**config.mk**
```make
export PLATFORM = sky130hd
export DESIGN_NAME = modular_inverse_euclid_unit
export DESIGN_NICKNAME = d
export VERILOG_FILES = /design/src/hdl/mie_pkg.sv /design/src/hdl/mie_sequencer.sv /design/src/hdl/mie_datapath.sv /design/src/hdl/modular_inverse_euclid_unit.sv
export SDC_FILE = /design/constraint.sdc
export NUM_CORES = 2
export LEC_CHECK = 0
export BUFFER_PORTS_ARGS = -buffer_cell sky130_fd_sc_hd__buf_2
export CORE_MARGIN = 2
export CORE_UTILIZATION = 65
export CTS_CLUSTER_DIAMETER = 100
export CTS_CLUSTER_SIZE = 12
export DETAILED_ROUTE_END_ITERATION = 6
export PLACE_DENSITY = 0.8
export SLEW_MARGIN = 20
export SYNTH_ARGS = -nofsm -noshare
export SYNTH_HDL_FRONTEND = slang
export SYNTH_HIERARCHICAL = 1
export SYNTH_SLANG_ARGS = --single-unit
```
**constraint.sdc**
```tcl
create_clock -name clk -period 15.3 [get_ports clk]
set_clock_uncertainty 0.2 [all_clocks]
set_input_delay 1.53 -clock clk [delete_from_list [all_inputs] [get_ports clk]]
set_output_delay 1.53 -clock clk [all_outputs]
set_load 0.005 [all_outputs]
```
**src/hdl/mie_pkg.sv**
```systemverilog
// shared types, widths and microcode encodings for the modular inverse unit
// no dependencies; imported by the sequencer, the datapath and the top level
package mie_pkg;

	// operand width, derived divide counter width and step counter width
	localparam int W     = 32;
	localparam int CNT_W = $clog2(W);
	localparam int PC_W  = 4;

	typedef logic [W-1:0]     word_t;
	typedef logic [CNT_W-1:0] cnt_t;
	typedef logic [PC_W-1:0]  pc_t;
	typedef logic [3:0]       op_t;
	typedef logic [2:0]       cond_t;

	// datapath operations
	localparam op_t OP_NOP      = 4'd0;
	localparam op_t OP_LOAD     = 4'd1;
	localparam op_t OP_DIV_INIT = 4'd2;
	localparam op_t OP_DIV_STEP = 4'd3;
	localparam op_t OP_MUL      = 4'd4;
	localparam op_t OP_UPD      = 4'd5;
	localparam op_t OP_SEL      = 4'd6;
	localparam op_t OP_WRAP     = 4'd7;
	localparam op_t OP_FAIL     = 4'd8;
	localparam op_t OP_EMIT     = 4'd9;

	// jump conditions
	localparam cond_t C_NONE     = 3'd0;
	localparam cond_t C_ALWAYS   = 3'd1;
	localparam cond_t C_NO_IN    = 3'd2;
	localparam cond_t C_BAD      = 3'd3;
	localparam cond_t C_R1_ZERO  = 3'd4;
	localparam cond_t C_DIV_BUSY = 3'd5;
	localparam cond_t C_R0_NE1   = 3'd6;
	localparam cond_t C_OUT_BUSY = 3'd7;

	// program addresses
	localparam pc_t A_WAIT     = 4'd0;
	localparam pc_t A_CHECK    = 4'd1;
	localparam pc_t A_LOOP     = 4'd2;
	localparam pc_t A_DIV_INIT = 4'd3;
	localparam pc_t A_DIV_STEP = 4'd4;
	localparam pc_t A_MUL      = 4'd5;
	localparam pc_t A_UPD      = 4'd6;
	localparam pc_t A_DONE     = 4'd7;
	localparam pc_t A_WRAP     = 4'd8;
	localparam pc_t A_OUT_WAIT = 4'd9;
	localparam pc_t A_EMIT     = 4'd10;
	localparam pc_t A_FAIL     = 4'd11;
	localparam int  PROG_LEN   = 12;

	// one control word of the program
	typedef struct packed {
		op_t   op;
		cond_t cond;
		pc_t   target;
	} ctrl_t;

	// datapath status seen by the sequencer
	typedef struct packed {
		logic bad;
		logic r1_zero;
		logic r0_ne1;
		logic div_busy;
	} status_t;

endpackage

```
**src/hdl/mie_sequencer.sv**
```systemverilog
// microcode sequencer: program rom, step counter and conditional jumps
// depends on mie_pkg
module mie_sequencer (
	input  logic            clk,
	input  logic            arst_n,
	input  mie_pkg::status_t status,
	input  logic            in_valid,
	input  logic            out_busy,
	output mie_pkg::ctrl_t  ctrl
);
	import mie_pkg::*;

	// program: after each op, jump to target when cond holds, else fall through
	localparam ctrl_t ROM [PROG_LEN] = '{
		'{op: OP_LOAD,     cond: C_NO_IN,    target: A_WAIT},
		'{op: OP_NOP,      cond: C_BAD,      target: A_FAIL},
		'{op: OP_NOP,      cond: C_R1_ZERO,  target: A_DONE},
		'{op: OP_DIV_INIT, cond: C_NONE,     target: A_DIV_STEP},
		'{op: OP_DIV_STEP, cond: C_DIV_BUSY, target: A_DIV_STEP},
		'{op: OP_MUL,      cond: C_NONE,     target: A_UPD},
		'{op: OP_UPD,      cond: C_ALWAYS,   target: A_LOOP},
		'{op: OP_SEL,      cond: C_R0_NE1,   target: A_FAIL},
		'{op: OP_WRAP,     cond: C_NONE,     target: A_OUT_WAIT},
		'{op: OP_NOP,      cond: C_OUT_BUSY, target: A_OUT_WAIT},
		'{op: OP_EMIT,     cond: C_ALWAYS,   target: A_WAIT},
		'{op: OP_FAIL,     cond: C_ALWAYS,   target: A_OUT_WAIT}
	};

	pc_t  pc_q;
	logic take;

	assign ctrl = ROM[pc_q];

	// condition select
	always_comb begin
		unique case (ctrl.cond)
			C_NONE:     take = 1'b0;
			C_ALWAYS:   take = 1'b1;
			C_NO_IN:    take = !in_valid;
			C_BAD:      take = status.bad;
			C_R1_ZERO:  take = status.r1_zero;
			C_DIV_BUSY: take = status.div_busy;
			C_R0_NE1:   take = status.r0_ne1;
			C_OUT_BUSY: take = out_busy;
			default:    take = 1'b0;
		endcase
	end

	// step counter
	always_ff @(posedge clk or negedge arst_n) begin
		if (!arst_n) begin
			pc_q <= A_WAIT;
		end else if (take) begin
			pc_q <= ctrl.target;
		end else begin
			pc_q <= pc_q + pc_t'(1);
		end
	end

	// the program never runs past its last word
	assert property (@(posedge clk) disable iff (!arst_n)
		pc_q <= A_FAIL)
		else $error("step counter left the program");

	// the divide loop is only entered from its init step or itself
	assert property (@(posedge clk) disable iff (!arst_n)
		(pc_q == A_DIV_STEP) |-> ($past(pc_q) == A_DIV_INIT || $past(pc_q) == A_DIV_STEP))
		else $error("divide step reached out of order");

	// an accepted item always moves on to the range check
	assert property (@(posedge clk) disable iff (!arst_n)
		(pc_q == A_WAIT && in_valid) |=> (pc_q == A_CHECK))
		else $error("accepted item did not advance");

endmodule

```
**src/hdl/mie_datapath.sv**
```systemverilog
// datapath: remainder and cofactor registers, bit-serial divider,
// multiplier, result select and output register; depends on mie_pkg
module mie_datapath (
	input  logic             clk,
	input  logic             arst_n,
	input  mie_pkg::ctrl_t   ctrl,
	input  logic             in_valid,
	input  mie_pkg::word_t   value,
	input  mie_pkg::word_t   modulus,
	input  logic             out_ready,
	output mie_pkg::status_t status,
	output logic             out_busy,
	output logic             out_valid,
	output mie_pkg::word_t   inverse,
	output logic             no_inverse
);
	import mie_pkg::*;

	word_t  r0_q, r1_q, t0_q, t1_q, m_q;
	logic   neg_q;
	word_t  rem_q, qs_q;
	cnt_t   cnt_q;
	word_t  prod_q;
	word_t  res_q;
	logic   fail_q;
	logic   out_valid_q;
	word_t  inverse_q;
	logic   no_inverse_q;

	logic [W:0]   shifted, diff;
	logic         ge;
	logic [2*W-1:0] prod_full;

	// restoring divide: one quotient bit per step
	assign shifted   = {rem_q, qs_q[W-1]};
	assign diff      = shifted - {1'b0, r1_q};
	assign ge        = !diff[W];
	assign prod_full = qs_q * t1_q;

	// status for jumps
	assign status.bad      = (r0_q < word_t'(2)) || (r1_q == '0) || (r1_q >= r0_q);
	assign status.r1_zero  = (r1_q == '0);
	assign status.r0_ne1   = (r0_q != word_t'(1));
	assign status.div_busy = (cnt_q != cnt_t'(W - 1));

	assign out_busy   = out_valid_q && !out_ready;
	assign out_valid  = out_valid_q;
	assign inverse    = inverse_q;
	assign no_inverse = no_inverse_q;

	// working registers
	always_ff @(posedge clk) begin
		unique case (ctrl.op)
			OP_LOAD: begin
				if (in_valid) begin
					r0_q   <= modulus;
					r1_q   <= value;
					m_q    <= modulus;
					t0_q   <= '0;
					t1_q   <= word_t'(1);
					neg_q  <= 1'b0;
				end
			end
			OP_DIV_INIT: begin
				rem_q <= '0;
				qs_q  <= r0_q;
				cnt_q <= '0;
			end
			OP_DIV_STEP: begin
				rem_q <= ge ? diff[W-1:0] : shifted[W-1:0];
				qs_q  <= {qs_q[W-2:0], ge};
				cnt_q <= cnt_q + cnt_t'(1);
			end
			OP_MUL: begin
				prod_q <= prod_full[W-1:0];
			end
			OP_UPD: begin
				r0_q  <= r1_q;
				r1_q  <= rem_q;
				t0_q  <= t1_q;
				t1_q  <= t0_q + prod_q;
				neg_q <= !neg_q;
			end
			OP_SEL: begin
				res_q  <= neg_q ? t0_q : (m_q - t0_q);
				fail_q <= 1'b0;
			end
			OP_WRAP: begin
				if (res_q >= m_q) begin
					res_q <= res_q - m_q;
				end
			end
			OP_FAIL: begin
				res_q  <= '0;
				fail_q <= 1'b1;
			end
			OP_NOP, OP_EMIT: begin
			end
			default: begin
			end
		endcase
	end

	// output register
	always_ff @(posedge clk or negedge arst_n) begin
		if (!arst_n) begin
			out_valid_q <= 1'b0;
		end else if (ctrl.op == OP_EMIT) begin
			out_valid_q <= 1'b1;
		end else if (out_ready) begin
			out_valid_q <= 1'b0;
		end
	end

	always_ff @(posedge clk) begin
		if (ctrl.op == OP_EMIT) begin
			inverse_q    <= res_q;
			no_inverse_q <= fail_q;
		end
	end

	// a failed item always carries a zero inverse
	assert property (@(posedge clk) disable iff (!arst_n)
		(out_valid_q && no_inverse_q) |-> (inverse_q == '0))
		else $error("no_inverse item with nonzero inverse");

	// the divider never runs with a zero divisor
	assert property (@(posedge clk) disable iff (!arst_n)
		(ctrl.op == OP_DIV_STEP) |-> (r1_q != '0))
		else $error("divide step with zero divisor");

	// a new item is never written over a waiting one
	assert property (@(posedge clk) disable iff (!arst_n)
		(ctrl.op == OP_EMIT) |-> !out_valid_q)
		else $error("output register overwritten");

endmodule

```
**src/hdl/modular_inverse_euclid_unit.sv**
```systemverilog
// Modular inverse unit, extended Euclid with a microcoded sequencer.
// Channels: input item (value, modulus) on in_valid/in_ready, result item
// (inverse, no_inverse) on out_valid/out_ready; one result per input item.
// in_ready is high only while the sequencer sits at its wait step, so one
// item is worked on at a time. Each Euclid step is a zero test, a divider
// init, a divide step per quotient bit (one quotient bit per cycle in a
// restoring divider), one multiply and one register update. Around the
// loop come accept, range check, final zero test, gcd test with result
// select, wrap, output wait and emit; out-of-range items go from the range
// check to the fail step. For 32-bit operands an item needs at most 45
// division steps. The next item can be taken in the cycle after a result
// is loaded into the output register, which holds it while the receiver
// stalls; a second result waits in the datapath until the first is taken.
// Reset clears the step counter and the output valid flag; no item is kept
// across reset. no_inverse is set, with inverse 0, when the modulus is
// below 2, value is 0 or not below modulus, or gcd is not 1.
// depends on mie_pkg, mie_sequencer and mie_datapath
module modular_inverse_euclid_unit (
	input  logic           clk,
	input  logic           arst_n,
	input  logic           in_valid,
	output logic           in_ready,
	input  mie_pkg::word_t value,
	input  mie_pkg::word_t modulus,
	output logic           out_valid,
	input  logic           out_ready,
	output mie_pkg::word_t inverse,
	output logic           no_inverse
);
	import mie_pkg::*;

	ctrl_t   ctrl;
	status_t status;
	logic    out_busy;

	// input is taken only at the load step
	assign in_ready = (ctrl.op == OP_LOAD);

	mie_sequencer u_seq (
		.clk      (clk),
		.arst_n   (arst_n),
		.status   (status),
		.in_valid (in_valid),
		.out_busy (out_busy),
		.ctrl     (ctrl)
	);

	mie_datapath u_dp (
		.clk        (clk),
		.arst_n     (arst_n),
		.ctrl       (ctrl),
		.in_valid   (in_valid),
		.value      (value),
		.modulus    (modulus),
		.out_ready  (out_ready),
		.status     (status),
		.out_busy   (out_busy),
		.out_valid  (out_valid),
		.inverse    (inverse),
		.no_inverse (no_inverse)
	);

endmodule

```
# --- Word level (Yosys, flattened, before mapping) ---
# Memories as Yosys holds them, arrays and structs flattened.
# Cells that the tools add are included.
classes:
  n_addsub: 6
  n_mul: 1
  n_lt_le_gt_ge: 4
  eq_ne: 20
  muxes: 24
  n_bitwise: 1
  reduce_logical: 17
op_table:
  columns: ["operator", "count"]
  rows:
  - ["32-bit one-hot mux with 2 select lines", 6]
  - ["32-bit 2-to-1 mux", 7]
  - ["32-bit one-hot mux with 3 select lines", 1]
  - ["32-bit greater-or-equal comparator", 2]
  - ["32-bit subtractor", 2]
  - ["33-bit by 32-bit subtractor with 33-bit output", 1]
  - ["32-bit adder", 1]
  - ["32-bit zero test", 1]
  - ["32-bit by 2-bit less-than comparator with 1-bit output (second input constant)", 1]
  - ["32-bit by 32-bit multiplier with 32-bit output", 1]
  - ["32-bit by 1-bit != test with 1-bit output (second input constant)", 1]
  - ["11-bit 2-to-1 mux", 2]
  - ["4-bit by 3-bit == test with 1-bit output (second input constant)", 4]
  - ["3-bit == test (second input constant)", 4]
  - ["5-bit one-hot mux with 2 select lines", 1]
  - ["4-bit by 2-bit == test with 1-bit output (second input constant)", 2]
  - ["4-bit == test (second input constant)", 2]
  - ["1-bit one-hot mux with 8 select lines", 1]
  - ["2-bit nonzero test", 4]
  - ["3-bit by 2-bit == test with 1-bit output (second input constant)", 2]
  - ["2-bit AND reduction", 3]
  - ["5-bit by 1-bit adder with 5-bit output (second input constant)", 1]
  - ["5-bit greater-or-equal comparator (second input constant)", 1]
  - ["5-bit != test (second input constant)", 1]
  - ["14 further kinds", 21]
totals:
  reg_bits: 333
  mem_bits_ro: 176
  inputBits: 68
  output_inout_bits: 35
  elab_cells: 90
  memories: 1
mem_list:
  columns: ["name", "depth", "width", "rd", "rd_clocked_by_memory_dff", "write_ports", "line_no", "rtl"]
  rows:
  - ["(name not given)", 16, 11, 1, 0, 0, "mie_sequencer.sv:32", "assign ctrl = ROM[pc_q];"]

# --- Depth between registers and ports, before layout ---
depth:
  depth_word: 7
  ltp_mapped: 29
  ltp_nobuf: 26

# --- By module ---
# The synthesis kept the hierarchy.
modules_own_cells:
  columns: ["module", "n_inst", "cells_each", "area_each_um2", "seq_area_each_um2"]
  rows:
  - ["mie_datapath", 1, 3689, 35801.8, 9874.5]
  - ["mie_sequencer", 1, 71, 608.1, 100.1]
  - ["modular_inverse_euclid_unit", 1, 1, 15.0, 0.0]

# --- Least setup slack after synthesis ---
# No wires, ideal clock.
synth_timing:
  path_kind: "flip-flop to flip-flop"
  start: "register u_seq.pc_q[1]"
  end: "register u_dp.qs_q[0] (data pin)"
  setup_time_ns: 0.252
  arrival_time_ns: 8.429
  t_required_ns: 14.848
  slack_ns: 6.419
  path_stages_with_launch: 11
  path_buffers: 1
  period_less_slack_ns: 8.881
  cell_sequence: "dfrtp_1 > inv_1 > ha_1 > and2b_1 > a21oi_1 > o21ai_0 > nor3b_1 > nand2_1 > clkbuf_1 > nand2_1 > nand2_1"
synth_lines:
  columns: ["item", "line_no", "rtl"]
  rows:
  - ["start, declared", "mie_sequencer.sv:29", "pc_t pc_q;"]
  - ["start signal, assigned", "mie_sequencer.sv:54", "pc_q <= ctrl.target;"]
  - ["start signal, assigned", "mie_sequencer.sv:56", "pc_q <= pc_q + pc_t'(1);"]
  - ["end signal, assigned", "mie_datapath.sv:66", "qs_q <= r0_q;"]
  - ["end signal, assigned", "mie_datapath.sv:71", "qs_q <= {qs_q[W-2:0], ge};"]
  - ["end, declared", "mie_datapath.sv:21", "word_t rem_q, qs_q;"]

# --- Worst setup path after layout ---
layout_timing:
  start: "register u_dp.t1_q[3]"
  end: "register u_dp.prod_q[31] (data pin)"
layout_via:
  elab_chain_len: 1
layout_rtl:
  columns: ["item", "line_no", "rtl"]
  rows:
  - ["start, declared", "mie_datapath.sv:19", "word_t r0_q, r1_q, t0_q, t1_q, m_q;"]
  - ["start signal, assigned", "mie_datapath.sv:60", "t1_q <= word_t'(1);"]
  - ["start signal, assigned", "mie_datapath.sv:81", "t1_q <= t0_q + prod_q;"]
  - ["32-bit by 32-bit multiplier with 32-bit output", "mie_datapath.sv:38", "assign prod_full = qs_q * t1_q;"]
  - ["via u_dp.prod_full[31]", "mie_datapath.sv:32", "logic [2*W-1:0] prod_full;"]
  - ["end signal, assigned", "mie_datapath.sv:75", "prod_q <= prod_full[W-1:0];"]
  - ["end, declared", "mie_datapath.sv:23", "word_t prod_q;"]
# The timed path passes the listed nets, and every way through them passes these cells.
# A chain may end at the register's enable or synchronous reset.

==> metrics list <==
- Gate count after technology mapping: 3759
- Tightest Pin Transition: 1160 ps
- Required time at the worst-slack endpoint: 15440 ps
- Routed wirelength normalized by instance count: 21.1 um
- Final count of pins violating max slew: 0
- The routed layout has 27600 vias.
- The worst setup path is captured at a flop.
* WP buf/inv: 2
* Number of fill cells: 4166
* Post-detailed-placement half-perimeter wirelength: 72100 um
* Clock latency reported for the late side of the worst-skew pair: 600 ps
- Hold crit path type: flop to flop
- The worst path in the final design needs a cycle of 8000 ps, including I/O delays and setup.
- Die Wd: 241 um
* Cell Area, Synth: 36400 um2
- The pre-antenna-repair detailed-routing pass consisted of 5 iterations.
- The cell family contributing the most delay on the critical path is adder cells.
* Max transition margin: 0.227
- Unrepaired setup endpoints after global routing: false
- Across every metal layer, demand over resource in global routing totals 0.341.
- Clock buffer count from CTS: 31
- Final number of setup-violating endpoints: 0
- Outcome: finished, final reports clean
* Diodes inserted: 0
* Starting Density: 0.660
- Buffer depth of the longest clock path: 3
* First-pass GRT wire length: 152000 um
* Die outline height: 241 um
- Critical path class: flop to flop
* Fin. Hold Viols: 0
- After the first detailed-routing iteration, the DRC count stood at 2868.
- Clock Root Buffer: sky130_fd_sc_hd__clkbuf_16
- Clock-pin slew was measured on the worst setup and hold paths at 60 ps.
- Dividing the final minimum period by the clock period gives 0.523.
* Setup slack, reg-to-reg: 7300 ps
* CTS tree: yes
- Highest achievable clock rate: 125 MHz
- # Max-Cap Violations: 0
- The via count of the first global-routing pass was 27500.
- Summed over all layers, the global routing overflow is 0.
* Post-synthesis to final-layout area growth: 5.61%
- Number of hold buffers added after cts: 0
- Number of core rows: 86
- Startpoint type of the worst setup path: flop
- Num ports: 103
- Number of nets still failing antenna checks after routing: 0
- Instance count on the critical path: 22
- At the end of routability-driven placement, the weighted congestion stood at 0.968.
- Averaged over all synthesized cells, the footprint is 9.69 um2.
* Setup Fix Bufs, Post-CTS: 0
* Count of nets after finishing: 4556
- The total area inside the core boundary comes to 55200 um2.
- Average vias per placed instance: 6.07
* Full die area: 57900 um2
- The clock net in this run drives a total of 333 sinks.
- Post-synthesis net count: 4531
- During placement, the flow inserted port buffers numbering 102.
* Cell with the most instances on the worst path: sky130_fd_sc_hd__fa_1
- Once the clock tree was built, the resizer swapped 0 gates to a different size.
- Drt drc: 0
- Setup total negative slack on the finished layout was measured at 0 ps.
- Wires add up to 95900 um.
- Entering global routing, the biggest net connects 100 pins.
* Synth warnings: 6
- Maximum level of the CTS H-tree: 1
- Initial antenna violation count: 0
- Critical-path maximum fanout: 30
- Of the cells placed in the final design, the portion with a size suffix greater than 1 is 0.0625.
- Walking the worst path, the cells encountered are and2_1 -> fa_1 -> inv_1 -> fa_1 -> fa_1 -> fa_1 -> inv_1 -> ha_1 -> ha_1 -> fa_1 -> fa_1 -> ha_1 -> a21o_1 -> a21o_1 -> a221o_1 -> a2111oi_4 -> o22ai_2 -> a31oi_1 -> o21ai_1 -> a31o_1 -> a21oi_2 -> xnor2_1.
- Master of the slowest instance on the critical path: sky130_fd_sc_hd__edfxtp_1
- The worst hold path passes through 0 cells.
- R2r worst-path depth: 22
* Highest cell delay on the worst timing path: 1110 ps
* WP data arrival: 8140 ps
## final timing paths
| check | from | to |
|---|---|---|
| min reg2reg | u_dp/res_q[9] | u_dp/inverse[9] |
| min in group asynchronous | arst_n | u_seq/pc_q[1] |
| max in group asynchronous | arst_n | u_dp/out_valid |
| max reg2reg | u_dp/t1_q[3] | u_dp/prod_q[31] |
| max | u_dp/t1_q[3] | u_dp/prod_q[31] |
| min | u_dp/res_q[9] | u_dp/inverse[9] |
## metal layers
metal	global-route usage	vias to the layer above	share of wire
met5	0	-	0
met4	0.122	0	0.043
met3	0.0507	247	0.096
met2	0.542	1431	0.46
met1	0.482	13500	0.41
li1	-	12400	-
## placed cells by master (no fill, tap or decap), types with 6 or more instances in the layout
cell type / count
sky130_fd_sc_hd__or3_1: 9
sky130_fd_sc_hd__nor2_1: 160
sky130_fd_sc_hd__and3_1: 21
sky130_fd_sc_hd__a41oi_1: 6
sky130_fd_sc_hd__a211oi_1: 17
sky130_fd_sc_hd__o21ai_0: 148
sky130_fd_sc_hd__o21a_1: 27
sky130_fd_sc_hd__o21ai_1: 7
sky130_fd_sc_hd__clkbuf_1: 12
sky130_fd_sc_hd__or2_2: 11
sky130_fd_sc_hd__edfxtp_1: 328
sky130_fd_sc_hd__a21oi_1: 136
sky130_fd_sc_hd__nand3b_1: 8
sky130_fd_sc_hd__xnor2_1: 120
sky130_fd_sc_hd__nand3_1: 25
sky130_fd_sc_hd__o22ai_1: 23
sky130_fd_sc_hd__nor3_1: 39
sky130_fd_sc_hd__ha_1: 292
sky130_fd_sc_hd__fa_1: 412
sky130_fd_sc_hd__a21o_1: 70
sky130_fd_sc_hd__nand2b_1: 31
sky130_fd_sc_hd__xor2_1: 58
sky130_fd_sc_hd__o21bai_1: 16
sky130_fd_sc_hd__and2_1: 314
sky130_fd_sc_hd__clkbuf_16: 31
sky130_fd_sc_hd__nor2b_1: 23
sky130_fd_sc_hd__nand2_1: 497
sky130_fd_sc_hd__o31a_1: 8
sky130_fd_sc_hd__mux2i_1: 32
sky130_fd_sc_hd__nor4_1: 18
sky130_fd_sc_hd__buf_4: 39
sky130_fd_sc_hd__a31oi_1: 15
sky130_fd_sc_hd__buf_2: 102
sky130_fd_sc_hd__o211ai_1: 12
sky130_fd_sc_hd__inv_1: 556
sky130_fd_sc_hd__o31ai_1: 9
sky130_fd_sc_hd__nand4_1: 20
## state kept, by name, summed over array words and instances, names as in the netlist, 4 cells and up
name and flops:
u_dp/inverse 32, u_dp/m_q 32, u_dp/prod_q 32, u_dp/qs_q 32, u_dp/r0_q 32, u_dp/r1_q 32, u_dp/rem_q 32, u_dp/res_q 32
u_dp/t0_q 32, u_dp/t1_q 32, u_dp/cnt_q 5, u_seq/pc_q 4
## metrics by stage
stage          area [um2]   util  worst slack, ps  std cells  hold WS, ps
2_1_floorplan       36400      -             6420       3759          200
3_3_place_gp        37600  0.681             7620       4496          245
3_5_place_dp        37600  0.681             7440       4496          245
4_1_cts             38400  0.696             7370       4540          259
5_1_grt             38500  0.697             7050       4543          263
6_report            38500  0.697             7300       4543          257
## worst reg2reg max path: stages (launching register included)
cell and delay (ps):
sky130_fd_sc_hd__edfxtp_1 1110, sky130_fd_sc_hd__and2_1 300, sky130_fd_sc_hd__fa_1 430, sky130_fd_sc_hd__inv_1 90, sky130_fd_sc_hd__fa_1 420, sky130_fd_sc_hd__fa_1 490, sky130_fd_sc_hd__fa_1 560, sky130_fd_sc_hd__inv_1 50
sky130_fd_sc_hd__ha_1 270, sky130_fd_sc_hd__ha_1 290, sky130_fd_sc_hd__fa_1 500, sky130_fd_sc_hd__fa_1 430, sky130_fd_sc_hd__ha_1 370, sky130_fd_sc_hd__a21o_1 200, sky130_fd_sc_hd__a21o_1 160, sky130_fd_sc_hd__a221o_1 390
sky130_fd_sc_hd__a2111oi_4 420, sky130_fd_sc_hd__o22ai_2 210, sky130_fd_sc_hd__a31oi_1 270, sky130_fd_sc_hd__o21ai_1 140, sky130_fd_sc_hd__a31o_1 230, sky130_fd_sc_hd__a21oi_2 140, sky130_fd_sc_hd__xnor2_1 70
## final cells by class
class	instances	area [um2]	area share
Inverter	556	2090	0.0543
Tap cell	748	936	0.0243
Clock inverter	1	5.00	0.000130
Timing Repair Buffer	144	848	0.0221
Multi-Input combinational cell	2718	23800	0.619
Sequential cell	333	9970	0.259
Clock buffer	43	821	0.0213
Power is left out: the tool's default activity adds up to more than one toggle a clock period on the data nets, which glitch-free logic cannot reach.
